[src/design/olid_pkg.sv]
// Shared types and codes for the ordered list block.
// No dependencies; every other design file but olid_prefix imports this package.
package olid_pkg;

  localparam int unsigned OPC_W = 2;
  localparam int unsigned VAL_W = 32;
  localparam int unsigned STS_W = 2;
  localparam int unsigned CNT_OUT_W = 7;

  typedef enum logic [OPC_W-1:0] {
    OP_FRONT  = 2'd0,
    OP_BACK   = 2'd1,
    OP_DELETE = 2'd2
  } op_t;

  typedef enum logic [STS_W-1:0] {
    STS_DONE      = 2'd0,
    STS_NOT_FOUND = 2'd1,
    STS_FULL      = 2'd2,
    STS_EMPTY     = 2'd3
  } status_t;

  // one-hot sequencer states
  typedef enum logic [2:0] {
    ST_IDLE  = 3'b001,
    ST_MATCH = 3'b010,
    ST_APPLY = 3'b100
  } state_t;

  // per-cycle command broadcast along the cell row
  typedef struct packed {
    logic cmp;     // capture compare result
    logic front;   // shift towards the back, cell 0 takes the new value
    logic append;  // tail cell takes the new value
    logic remove;  // cells at or past the first hit take from their right
  } cell_cmd_t;

endpackage

[src/design/olid_cell.sv]
// One storage cell of the list row: holds an entry and its compare hit.
// Depends on olid_pkg.
module olid_cell (
  input  logic                             clk,
  input  olid_pkg::cell_cmd_t              cmd,
  input  logic signed [olid_pkg::VAL_W-1:0] value,
  input  logic signed [olid_pkg::VAL_W-1:0] prev_entry,
  input  logic signed [olid_pkg::VAL_W-1:0] next_entry,
  input  logic                             live,
  input  logic                             tail,
  input  logic                             kill,
  output logic signed [olid_pkg::VAL_W-1:0] entry,
  output logic                             hit
);
  import olid_pkg::*;

  always_ff @(posedge clk) begin
    if (cmd.cmp) begin
      hit <= live && (entry == value);
    end
    if (cmd.front) begin
      entry <= prev_entry;
    end else if (cmd.append && tail) begin
      entry <= value;
    end else if (cmd.remove && kill) begin
      entry <= next_entry;
    end
  end

endmodule

[config.mk]
export PLATFORM = sky130hd
export DESIGN_NAME = olid_cell
export DESIGN_NICKNAME = d
export VERILOG_FILES = /design/src/design/olid_pkg.sv /design/src/design/olid_cell.sv
export SDC_FILE = /design/constraint.sdc
export NUM_CORES = 1
export LEC_CHECK = 0
export CAP_MARGIN = 20
export CORE_ASPECT_RATIO = 0.7
export CORE_MARGIN = 2
export CORE_UTILIZATION = 46
export DETAILED_ROUTE_END_ITERATION = 12
export DONT_BUFFER_PORTS = 1
export PLACE_DENSITY_LB_ADDON = 0.2
export SYNTH_ARGS = -nofsm -noshare
export SYNTH_HDL_FRONTEND = slang
export SYNTH_SLANG_ARGS = --single-unit
export TNS_END_PERCENT = 20
[constraint.sdc]
create_clock -name clk -period 5.6 [get_ports clk]
set_clock_uncertainty 0.15 [all_clocks]
set_input_delay 1.12 -clock clk [delete_from_list [all_inputs] [get_ports clk]]
set_output_delay 1.12 -clock clk [all_outputs]
set_load 0.02 [all_outputs]
==> flow_metrics.env, run 1 <==
export IMPL_dp_slack_ns=2.74
export IMPL_postCtsSetupBuffers=0
export IMPL_cts_inserted_buffers=5
export IMPL_p_comb_share_pct=12.8
export IMPL_wire_per_inst_um=18.5
export IMPL_avgSynthCellArea_um2=10.8
export IMPL_grt_max_degree=66
export IMPL_critPathLaunchType="primary input"
export IMPL_clkPwrFrac_pct=26.0
export IMPL_seq_area_frac_synth_pct=49.1
export IMPL_clk_latency_ns=0.27
export IMPL_ctsHoldBuffers=0
export IMPL_die_w_um=83.1
export IMPL_overflow=0
export IMPL_numClockSinks=33
export IMPL_maxCapViolations=0
export IMPL_reg2reg_from="entry[25]"
export IMPL_syn_area_um2=2020
export IMPL_seq_area_um2=991
export IMPL_post_synth_inst_count=186
export IMPL_core_area_um2=4280
export IMPL_status="completed"
export IMPL_peakVddDrop_mv=0.123
export IMPL_clock_root_buffer="clkbuf_8"
export IMPL_initial_core_util_pct=47.1
export IMPL_worstSetupEndpointType="register"
export IMPL_setup_slack_ns=3.08
export IMPL_grt_first_pass_wirelength_mm=6.53
export IMPL_crit_end="entry[11]"
export IMPL_report_final_hold_viol_count=0
export IMPL_gp_congestion=0.841
export IMPL_clk_pin_slew_worst_paths_ns=0.06
export IMPL_tightest_slew_ns=1.01
export IMPL_track_usage_pct=17.3
export IMPL_finalSetupViolCount=0
export IMPL_vias_per_cell=5.74
export IMPL_antennaDiodeCount=0
export IMPL_synthToLayoutAreaGrowth_pct=5.27
export IMPL_slew_violations=0
export IMPL_first_global_vias=1371
export IMPL_hold_path_class="register to register"
export IMPL_dp_hpwl_mm=3.41
export IMPL_swShare_pct=29.4
export IMPL_worst_setup_path_type="primary input to register"
export IMPL_ctsLongestPathBuffers=2
export IMPL_r2r_cells=4
export IMPL_min_period_ns=2.52
export IMPL_htreeDepth=2
export IMPL_cts_tree="yes"
export IMPL_rows=20
export IMPL_io_buffer_count=0
export IMPL_first_pass_iters=6
export IMPL_ys_types=16
export IMPL_drive_above_1_share_pct=4.89
export IMPL_wl_mm=4.43
export IMPL_io_pins=137
export IMPL_power_density_nw_per_um2=290
export IMPL_dieArea_um2=4940
export IMPL_die_h_um=59.4
export IMPL_cp_max_fo=33
export IMPL_fin_nets=288
export IMPL_antenna_found_initial=0
export IMPL_pwr_share_seq_pct=61.2
export IMPL_p_int_mw=0.435
export IMPL_yosysWarnings=0
export IMPL_max_slew_margin_pct=32.3
export IMPL_dr_total_vias=1373
export IMPL_rsz0062_at_grt="no"
export IMPL_drt_iter0_markers=83
export IMPL_clock_fmax_ghz=0.397
export IMPL_nFillCells=393
export IMPL_synth_nets=290
export IMPL_route_detailed_drc=0
export IMPL_worstPathArrival_ns=2.30
export IMPL_p_leak_nw=0.894
export IMPL_rrSetupSlack_ns=3.72
export IMPL_min_period_over_period_pct=45.0
export IMPL_crit_start="cmd[1]"
export IMPL_multi_input_area_um2=976
export IMPL_drtAntennaViolNets=0
export IMPL_ys_ff_latch=33
export IMPL_regToRegEndpoint="hit"
export IMPL_cp_required_ns=5.38
export IMPL_power_switching_mw=0.181
export IMPL_ctsResizeCount=0
export IMPL_tns_ns=0
per-stage QoR:
stage	hold slack, ns	util, %	cells	area [um2]	power (mW)
final	0.729	49.6	239	2120	0.616
after global routing	0.780	49.6	239	2120	0.649
after CTS	0.733	49.6	239	2120	0.627
after detailed placement	0.719	47.8	232	2050	0.465
after global placement	0.712	47.8	232	2050	0.460
after floorplan	0.669	-	186	2020	0.446
worst max-delay path, cell delays in order:
cell and delay, ns:
nand2_2 0.54, nand2_1 0.21, buf_4 0.40
power by group through the flow:
| stage | registers, mW | clock network [mW] | logic (mW) |
|---|---|---|---|
| floorplan | 0.376 | 0 | 0.0700 |
| global placement | 0.383 | 0 | 0.0775 |
| detailed placement | 0.384 | 0 | 0.0810 |
| CTS | 0.378 | 0.167 | 0.0815 |
| global route | 0.381 | 0.177 | 0.0908 |
| finish | 0.377 | 0.160 | 0.0790 |
cells in the mapped netlist:
| library cell | n | share of area (%) |
|---|---|---|
| mux2i_1 | 32 | 16 |
| xor2_1 | 27 | 12 |
| nor4_1 | 6 | 1.9 |
| nor4_2 | 1 | 0.62 |
| a21oi_1 | 1 | 0.25 |
| o2111ai_1 | 1 | 0.43 |
| nand4_1 | 1 | 0.31 |
| nand2_1 | 35 | 6.5 |
| edfxtp_1 | 33 | 49 |
| a2111oi_2 | 1 | 0.74 |
| clkbuf_1 | 7 | 1.3 |
| nand3_1 | 1 | 0.25 |
| xnor2_1 | 4 | 1.7 |
| buf_4 | 3 | 1.1 |
| o21ai_0 | 32 | 7.9 |
| inv_1 | 1 | 0.19 |
final cells by class:
| class | count | area share, % |
|---|---|---|
| well taps | 55 | 3.24 |
| clock inverters | 1 | 0.177 |
| clock buffers | 6 | 3.42 |
| repair buffers | 1 | 0.354 |
| inverters | 1 | 0.177 |
| multi-input cells | 142 | 46.0 |
| flip-flops and latches | 33 | 46.7 |
flip-flops by register name, indices dropped and copies added (netlist names):
signal  count
hit         1
entry      32
per-layer routing:
layer / wire (um) / up-vias / GRT usage, %
met3: 510 / 2 / 8.91
li1: - / 667 / -
met2: 2200 / 76 / 30.4
met1: 1700 / 628 / 18.8
met4: 18 / 0 / 4.45
met5: 0 / - / 0
how the worst min path moves through the flow:
stage / startpoint / to / slack, ns / cells past startpoint
3_5_place_dp: entry[12] / hit / 0.72 / 3
5_1_grt: entry[11] / hit / 0.78 / 3
6_report: entry[12] / hit / 0.73 / 3
3_3_place_gp: entry[12] / hit / 0.71 / 3
4_1_cts: entry[12] / hit / 0.73 / 3
2_1_floorplan: entry[12] / hit / 0.67 / 3
layout by cell type, fill, tap and decap left out, drive strengths merged:
cell type,instances
nand3,1
nor4,7
xor2,27
buf,1
mux2i,32
a21oi,1
o2111ai,1
nand4,1
clkinv,1
clkbuf,6
inv,1
edfxtp,33
nand2,35
xnor2,4
a2111oi,1
o21ai,32
cell families after synthesis:
group           count (synthesis)  share of synthesized area [%]
xor+xnor                       31                           13.5
compound gates                 35                           9.37
buf+inv                        11                           2.61
mux                            32                           15.9
flops                          33                           49.1
simple gates                   44                           9.55
Note: power is estimated with default switching activity, not from simulation.
==> inputs of run 2 (changes only) <==
Settings changed: ABC_AREA set to 1.
Clock period 5.6 ns to 2.39 ns, I/O delays scaled along.
==> flow_metrics.env, run 2 <==
export IMPL_dp_slack_ns=0.465
export IMPL_finalSetupViolCount=0
export IMPL_power_density_nw_per_um2=707
export IMPL_dieArea_um2=5420
export IMPL_max_slew_margin_pct=59.3
export IMPL_yosys_area_top_type="edfxtp_1"
export IMPL_slew_violations=0
export IMPL_slowest_stage="nand3_2"
export IMPL_min_period_ns=1.61
export IMPL_dr_total_vias=1971
export IMPL_ys_types=18
export IMPL_synth_nets=421
export IMPL_grt_use_met3_pct=8.64
export IMPL_largest_register_ffs=32
export IMPL_rows=21
export IMPL_ys_ff_latch=33
export IMPL_cts_tree="yes"
export IMPL_drtAntennaViolNets=0
export IMPL_clk_latency_ns=0.29
export IMPL_synth_most_common_cell="nand2_1"
export IMPL_antenna_found_initial=0
export IMPL_reg2reg_from="entry[31]"
export IMPL_avgSynthCellArea_um2=7.03
export IMPL_synth_commonest_cells="nand2_1, nor2_1, inv_1"
export IMPL_grt_use_met1_pct=28.8
export IMPL_io_buffer_count=0
export IMPL_post_synth_inst_count=317
export IMPL_synthToLayoutAreaGrowth_pct=6.46
export IMPL_min_period_over_period_pct=67.5
export IMPL_clk_pin_slew_worst_paths_ns=0.07
export IMPL_postCtsSetupBuffers=0
export IMPL_worstPathArrival_ns=1.51
export IMPL_tightest_slew_ns=0.610
export IMPL_regToRegEndpoint="hit"
export IMPL_worst_setup_path_type="primary input to register"
export IMPL_final_common_cell="nand2_1"
export IMPL_maxCapViolations=0
export IMPL_hold_path_class="primary input to register"
export IMPL_io_pins=137
export IMPL_layout_common_cells="nand2_1, nor2_1, inv_1"
export IMPL_top_register="entry"
export IMPL_rrSetupSlack_ns=0.84
export IMPL_whs_path_depth=0
export IMPL_dp_hpwl_mm=4.60
export IMPL_path_cells="nand2_2 -> nand3_2 -> buf_12"
export IMPL_drive_above_1_share_pct=4.44
export IMPL_syn_area_um2=2230
export IMPL_vias_per_cell=5.30
export IMPL_synth_top_area_share_pct=44.5
export IMPL_cp_depth=3
export IMPL_fin_nets=418
export IMPL_rsz0062_at_grt="no"
export IMPL_ctsHoldBuffers=0
export IMPL_worstSetupEndpointType="register"
export IMPL_report_final_hold_viol_count=0
export IMPL_numClockSinks=33
export IMPL_busiest_layer="met2"
export IMPL_track_usage_pct=22.2
export IMPL_first_pass_iters=4
export IMPL_r2r_cells=4
export IMPL_holdPathEnd="hit"
export IMPL_seq_area_frac_synth_pct=44.5
export IMPL_critPathLaunchType="primary input"
export IMPL_synth_area_leaders="edfxtp_1, nand2_1, a31oi_1"
export IMPL_setup_slack_ns=0.777
export IMPL_path_delay_family="simple AND/OR/NAND/NOR gates"
export IMPL_crit_buf_inv=1
export IMPL_wl_mm=6.02
export IMPL_htreeDepth=2
export IMPL_die_w_um=87.2
export IMPL_grt_first_pass_wirelength_mm=9.09
export IMPL_yosysWarnings=0
export IMPL_min_delay_start="cmd[3]"
export IMPL_overflow=0
export IMPL_peakVddDrop_mv=0.422
export IMPL_tns_ns=0
export IMPL_synth_edf_count=33
export IMPL_wire_per_inst_um=16.2
export IMPL_grt_util_met2_pct=34.3
export IMPL_die_h_um=62.2
export IMPL_nFillCells=496
export IMPL_initial_core_util_pct=47.1
export IMPL_ctsResizeCount=0
export IMPL_route_detailed_drc=0
export IMPL_cp_max_fo=18
export IMPL_status="completed"
export IMPL_first_global_vias=1873
export IMPL_antennaDiodeCount=0
export IMPL_cp_required_ns=2.29
export IMPL_core_area_um2=4730
export IMPL_slowest_delay_ns=0.43
export IMPL_ctsLongestPathBuffers=2
export IMPL_gp_congestion=0.754
export IMPL_drt_iter0_markers=89
export IMPL_grt_max_degree=65
export IMPL_reg_largest_list="entry: 32 flops, hit: 1 flops"
export IMPL_clock_root_buffer="clkbuf_8"
export IMPL_ys_async_sr_fraction_pct=0
export IMPL_p_leak_nw=1.11
export IMPL_cts_inserted_buffers=5
export IMPL_synth_flop_cell="edfxtp_1"
export IMPL_clock_fmax_ghz=0.620
==> run 2: final cells by class <==
type | instances | area (um2) | area share [%]
tap | 57 | 71.3 | 3.01
clock inverter | 2 | 33.8 | 1.42
multi-input combinational | 229 | 1010 | 42.6
sequential | 33 | 991 | 41.8
timing repair buffer | 3 | 35.0 | 1.48
inverter | 42 | 158 | 6.65
clock buffer | 6 | 72.6 | 3.06
==> run 2: power by group <==
group / total (mW) / internal, mW / switching (mW)
Combinational: 0.262 / 0.101 / 0.162
Clock: 0.525 / 0.308 / 0.217
Sequential: 0.889 / 0.733 / 0.156
==> run 2: worst max-delay path by stage <==
stage | start | endpoint | slack (ns)
after floorplan | cmd[2] | entry[0] | 0.1
after global placement | cmd[1] | entry[2] | 0.50
after detailed placement | cmd[1] | entry[17] | 0.46
after CTS | cmd[1] | entry[2] | 0.76
after global routing | entry[29] | hit | 0.70
final | cmd[1] | entry[2] | 0.78
==> run 2: logic make-up (layout without fill, tap and decap cells) <==
group / count (synthesis) / in the layout / share of synthesized area, %
AO/OA/AOI/OAI: 41 / 41 / 11.2
XOR/XNOR: 8 / 8 / 3.15
buffers and inverters: 55 / 53 / 10.4
flip-flops: 33 / 33 / 44.5
AND/OR/NAND/NOR: 180 / 180 / 30.7
==> run 2: routing by layer <==
metal / share of wire [%] / vias to the layer above
met4: 1.0 / 0
met3: 12 / 8
met1: 44 / 859
met2: 43 / 101
li1: - / 1003
met5: 0 / -
==> run 2: metrics by stage <==
stage	instance area (um2)	power [mW]	std cells	utilization, %	hold slack [ns]
6_report	2370	1.68	372	50.1	0.145
5_1_grt	2370	1.77	372	50.1	0.126
4_1_cts	2370	1.69	372	50.1	0.135
3_5_place_dp	2260	1.17	364	47.9	0.441
3_3_place_gp	2260	1.16	364	47.9	0.441
2_1_floorplan	2230	1.09	317	-	0.440
