[config.mk]
export PLATFORM = sky130hd
export DESIGN_NAME = olid_prefix
export DESIGN_NICKNAME = d
export VERILOG_FILES = /design/src/design/olid_prefix.sv
export SDC_FILE = /design/constraint.sdc
export NUM_CORES = 1
export LEC_CHECK = 0
export ABC_AREA = 1
export BUFFER_PORTS_ARGS = -buffer_cell sky130_fd_sc_hd__clkbuf_2
export CELL_PAD_IN_SITES_DETAIL_PLACEMENT = 1
export CELL_PAD_IN_SITES_GLOBAL_PLACEMENT = 1
export CORE_MARGIN = 2
export CORE_UTILIZATION = 21
export DETAILED_ROUTE_END_ITERATION = 16
export PLACE_DENSITY_LB_ADDON = 0.25
export SKIP_LAST_GASP = 1
export SLEW_MARGIN = 10
export SYNTH_ARGS = -nofsm -noshare
export SYNTH_HDL_FRONTEND = slang
export SYNTH_SLANG_ARGS = --single-unit
[constraint.sdc]
create_clock -name vclk -period 1.2
set_clock_uncertainty 0.1 [all_clocks]
set_input_delay 0.12 -clock vclk [all_inputs]
set_output_delay 0.12 -clock vclk [all_outputs]
set_load 0.02 [all_outputs]
[src/design/olid_prefix.sv]
// Inclusive prefix OR over the cell hit bits, log-depth.
// Depends on olid_pkg only by convention; no imported names used.
module olid_prefix #(
  parameter int unsigned N = 64
) (
  input  logic [N-1:0] hit,
  output logic [N-1:0] seen
);
  localparam int unsigned LV = $clog2(N);

  logic [N-1:0] lvl [LV+1];

  always_comb begin
    lvl[0] = hit;
    for (int k = 0; k < LV; k++) begin
      for (int i = 0; i < N; i++) begin
        if (i >= (1 << k)) begin
          lvl[k+1][i] = lvl[k][i] | lvl[k][i-(1<<k)];
        end else begin
          lvl[k+1][i] = lvl[k][i];
        end
      end
    end
  end

  assign seen = lvl[LV];

endmodule
==> results list, run 1 <==
- After the first detailed-routing iteration, the DRC count stood at 79.
- Dividing the detail-routed wire length by the instance count gives 17.70 µm.
- Top-area cell type share of the netlist area: 40.15%
- The synthesized netlist occupies a cell area of 1346 µm².
- After synthesis, the largest family of logic cells by area is simple AND/OR/NAND/NOR gates.
- Hold Path Origin: hit[0]
- After detailed routing, the total wire length is 10250 µm.
- The analysis attributes to cell leakage a power of 1.540 nW.
* Slew at the pin closest to its max-slew limit: 0.2488 ns
* Yosys top cell by area: sky130_fd_sc_hd__nor2_1
- Setup-failing EPs final: 60
- 128 I/O pins were placed.
- For this design, the CTS-stage hold fixing added 0 buffers.
- Across all hold checks on the routed design, the worst slack comes to 0.4720 ns.
- Entering global routing, the biggest net connects 6 pins.
* Number of warnings issued by yosys: 0
- Mapped Avg Cell Area: 3.995 µm²
* Start-to-end type of the worst setup path: in -> out
- Cell-internal power: 0.0002594 W
- By area the synthesized netlist is led by sky130_fd_sc_hd__nor2_1 (40%), sky130_fd_sc_hd__nand2_1 (36%), sky130_fd_sc_hd__inv_1 (12%).
* Area occupied by registers: 0 µm²
* Final hold viol count: 0
* Synthesized netlist cell count: 337
- By instance count, the leading cell after synthesis is sky130_fd_sc_hd__nor2_1.
- Arrival time worst endpoint: 1.25 ns
* Placeable core region: 6277 µm²
- Slew Viols, Final: 0
- Basic-gate share of the synthesized area counting and, or, nand and nor cells: 87.73%
- The floorplan step defined a die boundary enclosing 7068 µm².
* Post-route clock period utilization: 122.4%
* Count of TritonRoute iterations in the first routing pass: 4
- In this run, the combinational gates consume 100.0% of the power.
- The tool flagged a number of max-cap violations equal to 0.
- Worst setup SP type: input port
* Outcome: complete, but fails checks
* Fraction of synthesized area in multiplexers: 0%
* Critical path peak fanout: 5
- Count of vias placed by the detailed router: 2781
* Net total in the final layout: 568
* Share of cells above drive strength 1: 73.11%
- The number of global-route vias before repair is 2822.
- The number of nets handed over by synthesis was 401.
- In this run the tool buffered the top-level ports with 128 buffer cells.
* Worst setup EP type: output pin
- For this configuration, the core starts out at a cell density of 21.45%.
* Worst-case setup slack after placement: -0.2576 ns
- There are 0 flip-flops and latches.
- Once placement finished, the instance area stood at 2286 µm².
- Data on the critical path is required at its endpoint by 0.98 ns.
- The wire-length estimate of the detail-placed layout is 6649 µm.
- Failing checks: setup timing
- The share of the Yosys chip area taken by registers is 0%.
- Antenna violations before repair: 0
* Area fraction in compound gates after synthesis: 0%
* Final std cell area, no fill: 3736 µm²
- In this run, the clock network consumes 0% of the power.
- Setup WS post-layout: -0.2683 ns
- The count of nets left with antenna violations once routing finished came out at 0.
- Once layout is complete, the utilization of the core stands at 59.52%.
* Switching share of power: 58.14%
- # diodes: 0
- Global-route wire length before repair: 12720 µm
* Die span in y: 84.07 µm
- Timing would allow up to 681.1 MHz.
* Layout area overhead: 177.5%
* Overflow left after global routing: 0
- At the end of routability-driven placement, the weighted congestion stood at 0.8968.
- Max transition margin: 83.37%
- Summing the areas of all fa, ha and maj instances in the mapped netlist gives 0% of the synthesized area.
- Overall fraction of global-route tracks in use: 21.59%
- After layout, the clock buffer instance count stands at 0.
- Detailed-route DRC error count: 0
* Most common library cells after synthesis: sky130_fd_sc_hd__nor2_1 (144), sky130_fd_sc_hd__nand2_1 (129), sky130_fd_sc_hd__inv_1 (42), sky130_fd_sc_hd__nor2_2 (9), sky130_fd_sc_hd__nand2_2 (7)
- From left edge to right edge, the die measures 84.07 µm.
- The worst hold path belongs to the class in -> out.
- The worst path in the final design needs a cycle of 1.468 ns, including I/O delays and setup.
- Across the VDD grid, the largest voltage drop is 0.0001318 V.
- In this run, flip-flops and latches consume 0% of the power.
- Avg Vias per Cell: 4.803
- The netlist uses 7 different library cells.
- Number of placed instances with taps included: 566
* Xor and xnor fraction of the mapped netlist area: 0%
- In this run the core area contains 29 standard-cell rows.
- Critical path startpoint: hit[12]
* Power spent charging and discharging nets: 0.0003604 W
* Non-filler cells in the finished layout: 579
- Setup repair after global routing could not meet its margin everywhere.
* Areal power density over the cells: 165.9 nW/µm²
cell usage in the layout, fill, tap and decap left out:
master,Yosys,routed
sky130_fd_sc_hd__nand2_1,129,66
sky130_fd_sc_hd__inv_2,0,12
sky130_fd_sc_hd__inv_1,42,30
sky130_fd_sc_hd__nor2_4,5,81
sky130_fd_sc_hd__nor2_1,144,39
sky130_fd_sc_hd__buf_4,1,31
sky130_fd_sc_hd__nor2_2,9,38
sky130_fd_sc_hd__clkbuf_2,0,61
sky130_fd_sc_hd__buf_2,0,7
sky130_fd_sc_hd__buf_6,0,41
sky130_fd_sc_hd__clkbuf_8,0,12
sky130_fd_sc_hd__buf_8,0,14
sky130_fd_sc_hd__nand2_4,0,18
sky130_fd_sc_hd__nand2_2,7,52
cells by family (layout without fill, tap and decap cells):
group / Yosys count / count (layout)
AND/OR/NAND/NOR: 294 / 294
buffers and inverters: 43 / 208
power by group through the flow:
stage	registers, W	clock network [W]	logic [W]
2_1_floorplan	0	0	0.000127
3_3_place_gp	0	0	0.000333
3_5_place_dp	0	0	0.000334
4_1_cts	0	0	0.000426
5_1_grt	0	0	0.000657
6_report	0	0	0.000620
per-stage QoR:
step	TNS, ns	power, W
after floorplan	-0.2147	0.0001271
after global placement	-7.689	0.0003328
after detailed placement	-9.148	0.0003342
after CTS	-6.955	0.0004263
after global routing	-13.69	0.0006568
final	-10.80	0.0006198
path summary, 6_finish.rpt:
check	endpoint	cells after the start	slack (ns)
setup / recovery	seen[19]	8	-0.27
hold / removal	seen[0]	3	0.47
metal layers:
metal	global-route usage (%)	wire length [µm]	vias up
met1	26.33	3738	1314
met4	1.466	248	0
met3	2.374	616	23
met5	0	0	-
met2	41.77	5647	128
li1	-	-	1316
what timing repair did:
item                                    in CTS  in global routing
resized for setup                          164                291
endpoints found under the setup margin      56                 58
endpoints found under the hold margin        0                  0
setup buffers                                6                  7
pin swaps                                   43                 70
cloned                                       0                  0
final cells by class:
| cell class | count | area (µm²) |
|---|---|---|
| Timing Repair Buffer | 166 | 1410 |
| Multi-Input combinational cell | 294 | 2072 |
| Tap cell | 77 | 96.34 |
| Fill cell | 830 | 2541 |
| Inverter | 42 | 157.7 |
critical path, cell delays in order:
cell                       delay [ns]
sky130_fd_sc_hd__clkbuf_2        0.14
sky130_fd_sc_hd__nor2_4          0.17
sky130_fd_sc_hd__nand2_1         0.12
sky130_fd_sc_hd__nor2_1          0.20
sky130_fd_sc_hd__nand2_4         0.13
sky130_fd_sc_hd__nor2_4          0.14
sky130_fd_sc_hd__inv_1           0.06
sky130_fd_sc_hd__clkbuf_2        0.16
No activity file was read; power rests on OpenSTA's default activity.
==> run 2: changes to the inputs <==
REMOVE_ABC_BUFFERS = 1   (was not set)
==> run 2 against run 1 <==
The run still ends with setup timing left. Maximum frequency increased by 2.4%. Largest power group unchanged. Combinational power decreased by 5.0%. Global-route usage decreased by 0.69 points. Non-clock buffer count decreased by 3. Largest cell class unchanged. Setup slack improved by 0.035 ns.
==> results list, run 2 (synthesized netlist as in run 1, its figures left out) <==
* Slew Viols, Final: 0 (unchanged)
- The starting density of the core came to 21.45% (unchanged).
- Max transition margin: 84.45% (+1.1 points)
* Final period demand of the worst path: 1.433 ns (-0.03479 ns)
* Count of sequential standard cells: 0 (unchanged)
* Count of vias placed by the detailed router: 2655 (-4.5%)
* Class of the tightest hold or removal check: in -> out
* Cell depth of the worst min-delay path: 4 (+1)
* Worst-case setup slack after placement: -0.2301 ns (+0.02751 ns)
* Setup total negative slack: -8.211 ns (+2.590 ns)
- Traced cell by cell, the critical path runs through buf_8 -> nor2_4 -> nand2_2 -> nor2_4 -> nand2_4 -> nor2_4 -> nand2_1 -> clkbuf_2.
- VDD IR-drop max: 0.0001381 V (+4.8%)
* Number of placed instances with taps included: 566 (unchanged)
- Setup-failing EPs final: 58 (-3.3%)
* Failing checks: setup timing
- Worst path required time: 0.98 ns (about the same)
* Half-perimeter wire length of the detailed placement result: 6392 µm (-3.9%)
- The hold violation count in the final report came to 0 (unchanged).
- Arrival time worst endpoint: 1.21 ns (-0.04 ns)
- WHS Endpoint: seen[1]
- Antenna violations before repair: 0 (unchanged)
- Count of TritonRoute iterations in the first routing pass: 4 (unchanged)
- From synthesis to final layout, the design area changed by 170.8%.
* Full die area: 7068 µm² (unchanged)
- Net total in the final layout: 565 (-0.53%)
* # diodes: 0 (unchanged)
* Count of boundary I/O pins: 128 (unchanged)
- The clock tree buffer count of the final layout came to 0 (unchanged).
- Post-route clock period utilization: 119.5% (-2.9 points)
* Worst setup EP type: output pin
* Count of standard-cell rows: 29 (unchanged)
- Antenna-violating nets left: 0 (unchanged)
* Number of global-route vias before repair: 2712 (-3.9%)
* Overall fraction of global-route tracks in use: 20.90% (-0.69 points)
- Maximum operating frequency: 697.6 MHz (+2.4%)
- The fraction of final layout cells with drive strength greater than 1 is 71.94% (-1.2 points).
* Die width: 84.07 µm (unchanged)
* Worst setup SP type: input port
* Slew at the pin closest to its max-slew limit: 0.2324 ns (-0.01643 ns)
- Avg Vias per Cell: 4.609 (-4.0%)
* Most common cell after layout, fill and taps aside: sky130_fd_sc_hd__nor2_4
- Share of the core filled with cells in the final layout: 58.08% (-1.4 points)
- Pin count of the biggest net entering global routing: 6 (unchanged)
- The longest individual stage delay on the worst path was 0.22 ns (+0.02 ns).
- Placeable core region: 6277 µm² (unchanged)
- The DRC violation count after routing is 0 (unchanged).
* Global-route wire length before repair: 12450 µm (-2.1%)
* Wire length after detailed routing: 8914 µm (-13%)
- Setup repair after global routing could not meet its margin everywhere.
- Placed instance area: 2263 µm² (-0.99%)
* Start-to-end type of the worst setup path: in -> out
- The power density over the cells came to 161.6 nW/µm² (-2.6%).
* Die span in y: 84.07 µm (unchanged)
- The routed length per instance was 15.48 µm (-13%).
- Final std cell area, no fill: 3646 µm² (-2.4%)
* Non-filler cells in the finished layout: 576 (-0.52%)
- For this design, the slowest cell found on the critical path is sky130_fd_sc_hd__nor2_4.
- The footprint of the flip-flops and latches was 0 µm² (unchanged).
- Overflow left after global routing: 0 (unchanged)
- The most numerous cell type found on the critical path is sky130_fd_sc_hd__nor2_4.
- The worst hold path begins at hit[1].
- Critical path peak fanout: 5 (unchanged)
* Starting DRT DRC Count: 56 (-29%)
- PortBufs: 128 (unchanged)
- Reported leakage power: 1.466 nW (-4.8%)
* Post-CTS Hold Fix Bufs: 0 (unchanged)
- The reported max-cap violation count was 0 (unchanged).
- Outcome: complete, but fails checks
- The global placer's final weighted congestion is 0.8986 (+0.20%).
* Setup WS post-layout: -0.2335 ns (+0.03479 ns)
* Commonest non-fill, non-tap cells in the layout: sky130_fd_sc_hd__nor2_4 (74), sky130_fd_sc_hd__nand2_1 (68), sky130_fd_sc_hd__clkbuf_2 (60)
[run 2: cell type report]
class	instances	area (µm²)
inverters	42	157.7
multi-input cells	294	1999
repair buffers	163	1393
well taps	77	96.34
fillers	852	2631
[run 2: worst max path at each step]
stage               startpoint  endpoint  cells past startpoint
finish                  hit[1]  seen[50]                      8
global route            hit[1]  seen[38]                      8
CTS                     hit[0]  seen[63]                      8
detailed placement      hit[2]  seen[36]                      8
global placement        hit[9]  seen[60]                      8
floorplan               hit[2]  seen[59]                      6
[run 2: timing repair]
action                     CTS  global route
setup endpoints to repair   56            58
buffers inserted             5             6
gates resized for setup    158           285
pin swaps                   34            65
[run 2: power breakdown]
group / internal (W) / switching, W / leakage [nW] / total [W]
Clock: 0 / 0 / 0 / 0
Sequential: 0 / 0 / 0 / 0
Combinational: 0.000256 / 0.000333 / 1.47 / 0.000589
Total: 0.000256 / 0.000333 / 1.47 / 0.000589
[run 2: stage by stage]
step | total power (W) | hold WS, ns
after floorplan | 0.0001216 | 0.1400
after detailed placement | 0.0003218 | 0.4186
final | 0.0005893 | 0.4584
after global routing | 0.0006288 | 0.4863
after CTS | 0.0004122 | 0.4865
after global placement | 0.0003185 | 0.4146
[run 2: critical path: cells and delay by family]
| family | cells | cell delay, ns |
|---|---|---|
| buffers and inverters | 2 | 0.27 |
| AND/OR/NAND/NOR | 6 | 0.81 |
[run 2: routing by layer]
metal	vias up	wire length, µm	track usage [%]
li1	1307	-	-
met1	1246	3412	25.32
met2	94	4984	40.12
met3	8	436	2.473
met4	0	80	2.199
met5	-	0	0
==> run 3: changes to the inputs <==
ABC_AREA = not set   (was 1)
CORE_UTILIZATION = 17   (was 21)
==> run 3 against run 2 <==
The flow still finishes with violations (setup timing). Global-route usage is 1.3 points higher. Flip-flop and latch count stayed put. Final cell count is 32% lower. Area after synthesis is 39% lower. Clock-buffer cell count stayed put. First-iteration DRC count is 57% higher. Total power is 25% lower. Largest cell class is now buffers. Largest power group unchanged.
==> results list, run 3 <==
* Worst setup SP type: input port
- Overall fraction of global-route tracks in use: 22.22% (+1.3 points)
* Full die area: 5439 µm² (-23%)
* Post-CTS Hold Fix Bufs: 0 (unchanged)
- Area occupied by registers: 0 µm² (unchanged)
- The critical path is of the in -> out type.
* Arrival time worst endpoint: 1.66 ns (+0.45 ns)
- Share of power burned in the clock network: 0% (unchanged)
- Synthesized area: 827.0 µm² (-39%)
- Setup WS post-layout: -0.6803 ns (-0.4468 ns)
- Post-detailed-route wirelength per cell: 20.64 µm (+33%)
- The final critical-path share of the clock period came to 156.7% (+37 points).
* Count of boundary I/O pins: 128 (unchanged)
* Die span in y: 73.75 µm (-12%)
- Switching share of power: 46.68% (-9.9 points)
- # Max-Cap Violations: 0 (unchanged)
* Share of cells above drive strength 1: 78.64% (+6.7 points)
- The placed wire-length estimate came to 4528 µm (-29%).
- The largest net degree at the start of global routing came to 11 (+5).
- The number of global-route vias before repair is 1967 (-27%).
* Filler Cell Count: 556 (-35%)
- Final period demand of the worst path: 1.880 ns (+0.4468 ns)
* Most common cell after layout, fill and taps aside: sky130_fd_sc_hd__clkbuf_2
* Footprint of the multi-input gates: 1071 µm² (-46%)
- The number of antenna-violating nets in the routed design is 0 (unchanged).
- The global placer's final weighted congestion was 0.8015 (-11%).
- Starting Density: 17.63% (-3.8 points)
- The DRC violation total after the first TritonRoute iteration came to 88 (+57%).
- Cell-internal power: 0.0002348 W (-8.3%)
* Top post-synthesis cells by area: sky130_fd_sc_hd__nor2_1 (11%), sky130_fd_sc_hd__nand2_1 (9.5%), sky130_fd_sc_hd__nand3_1 (9.1%)
- The die boundary width was 73.75 µm (-12%).
* Power spent charging and discharging nets: 0.0002056 W (-38%)
- The combinational share of power was 100.0% (about the same).
* Count of standard-cell rows: 25 (-14%)
- Crit-path max cell delay: 0.45 ns (+0.23 ns)
- Worst-case hold slack: 0.4633 ns (+0.004876 ns)
- Placeable core region: 4692 µm² (-25%)
- The actual slew at the worst max-slew pin was 0.4741 ns (+0.2418 ns).
- Setup-failing EPs final: 62 (+6.9%)
- The final count of pins violating max slew is 0 (unchanged).
- Reported leakage power: 1.379 nW (-6.0%)
- The relative max-transition margin came to 68.10% (-16 points).
- Count of TritonRoute iterations in the first routing pass: 4 (unchanged)
- The total via count after detailed routing was 2031 (-24%).
* VDD IR-drop max: 0.00007572 V (-45%)
- The final net count is 403 (-29%).
- The worst slack after detailed placement came to -0.6802 ns (-0.4501 ns).
* Synthesized netlist cell count: 135 (-60%)
* Highest-delay cell along the critical path: sky130_fd_sc_hd__or3_4
* Mapped Avg Cell Area: 6.126 µm² (+53%)
* PortBufs: 128 (unchanged)
- The final reports fail on setup timing.
- Setup total negative slack: -33.38 ns (-25.17 ns)
- Wire length after detailed routing: 8069 µm (-9.5%)
- Commonest non-fill, non-tap cells in the layout: sky130_fd_sc_hd__clkbuf_2 (61), sky130_fd_sc_hd__buf_4 (57), sky130_fd_sc_hd__buf_6 (43)
- Layout clock buffers: 0 (unchanged)
- Critical path peak fanout: 4 (-1)
* Class of the tightest hold or removal check: in -> out
- Layout area overhead: 255.7%
- Antenna violations before repair: 0 (unchanged)
- Most common library cells after synthesis: sky130_fd_sc_hd__nor2_1 (25), sky130_fd_sc_hd__nand2_1 (21), sky130_fd_sc_hd__nand3_1 (15), sky130_fd_sc_hd__or3_1 (10)
* Worst setup EP type: output pin
* Overflow left after global routing: 0 (unchanged)
- # diodes: 0 (unchanged)
- The sequential cell fraction of total power is 0% (unchanged).
- Top-area cell type share of the netlist area: 11.35% (-29 points)
* Ordered list of cells on the worst path: buf_6 -> nor4_4 -> buf_4 -> nand4_1 -> or3_4 -> buf_8
- In the post-synthesis netlist, the cell with the most instances is sky130_fd_sc_hd__nor2_1.
- The count of flip-flops and latches was 0 (unchanged).
* Detailed-route DRC error count: 0 (unchanged)
* Maximum operating frequency: 531.8 MHz (-24%)
- The total number of yosys warnings came to 0 (unchanged).
- Worst path required time: 0.98 ns (about the same)
* Final hold viol count: 0 (unchanged)
- RSZ-0062 raised after global routing: yes
- The power density over the cells came to 149.7 nW/µm² (-7.4%).
* Yosys top cell by area: sky130_fd_sc_hd__nor2_1
* Global-route wire length before repair: 9459 µm (-24%)
- The run finished, with violations left.
* Count of different cell masters after synthesis: 25 (+18)
* Avg Vias per Cell: 5.194 (+13%)
* Sequential cell area fraction in the yosys report: 0% (unchanged)
==> run 3: metrics by stage <==
| step | instance area (µm²) | total power, W | util, % | std cells |
|---|---|---|---|---|
| floorplan | 797.0 | 0.00006665 | - | 132 |
| global placement | 1991 | 0.0003239 | 42.43 | 377 |
| detailed placement | 1991 | 0.0003301 | 42.43 | 377 |
| CTS | 2507 | 0.0003682 | 53.44 | 384 |
| global route | 2942 | 0.0004673 | 62.69 | 391 |
| finish | 2942 | 0.0004404 | 62.69 | 391 |
==> run 3: path summary, 6_finish.rpt <==
check             cells past startpoint        to  slack (ns)     from
setup / recovery                      6  seen[16]       -0.68   hit[5]
hold / removal                        4  seen[62]        0.46  hit[62]
==> run 3: power groups by stage <==
| stage | Clock, W | Sequential (W) | Combinational, W |
|---|---|---|---|
| after floorplan | 0 | 0 | 0.0000666 |
| after global placement | 0 | 0 | 0.000324 |
| after detailed placement | 0 | 0 | 0.000330 |
| after CTS | 0 | 0 | 0.000368 |
| after global routing | 0 | 0 | 0.000467 |
| final | 0 | 0 | 0.000440 |
==> run 3: routing by layer <==
| layer | global-route usage (%) | part of all wire, % |
|---|---|---|
| met4 | 5.859 | 5.7 |
| met2 | 46.43 | 58 |
| met1 | 23.20 | 32 |
| met3 | 1.235 | 4.1 |
| met5 | 0 | 0 |
==> run 3: worst max-delay path: cells and delay by family <==
family / cells / cell delay [ns]
buf+inv: 3 / 0.45
simple gates: 3 / 1.09
==> run 3: cells by family (layout without fill, tap and decap cells) <==
family        Yosys count  count (layout)  share of synthesized area, %
buf+inv                 8             210                         5.899
simple gates          127             127                         94.10
==> run 3: cell type report <==
cell class	count	share of cell area, %
inverter	5	0.7231
timing repair buffer	205	60.57
tap	54	2.297
multi-input combinational	127	36.41
==> run 3: timing repair <==
item / CTS / global route
setup endpoints to repair: 61 / 61
cloned: 1 / 1
buffers inserted: 7 / 8
gates resized for setup: 104 / 144
pin swaps: 11 / 20
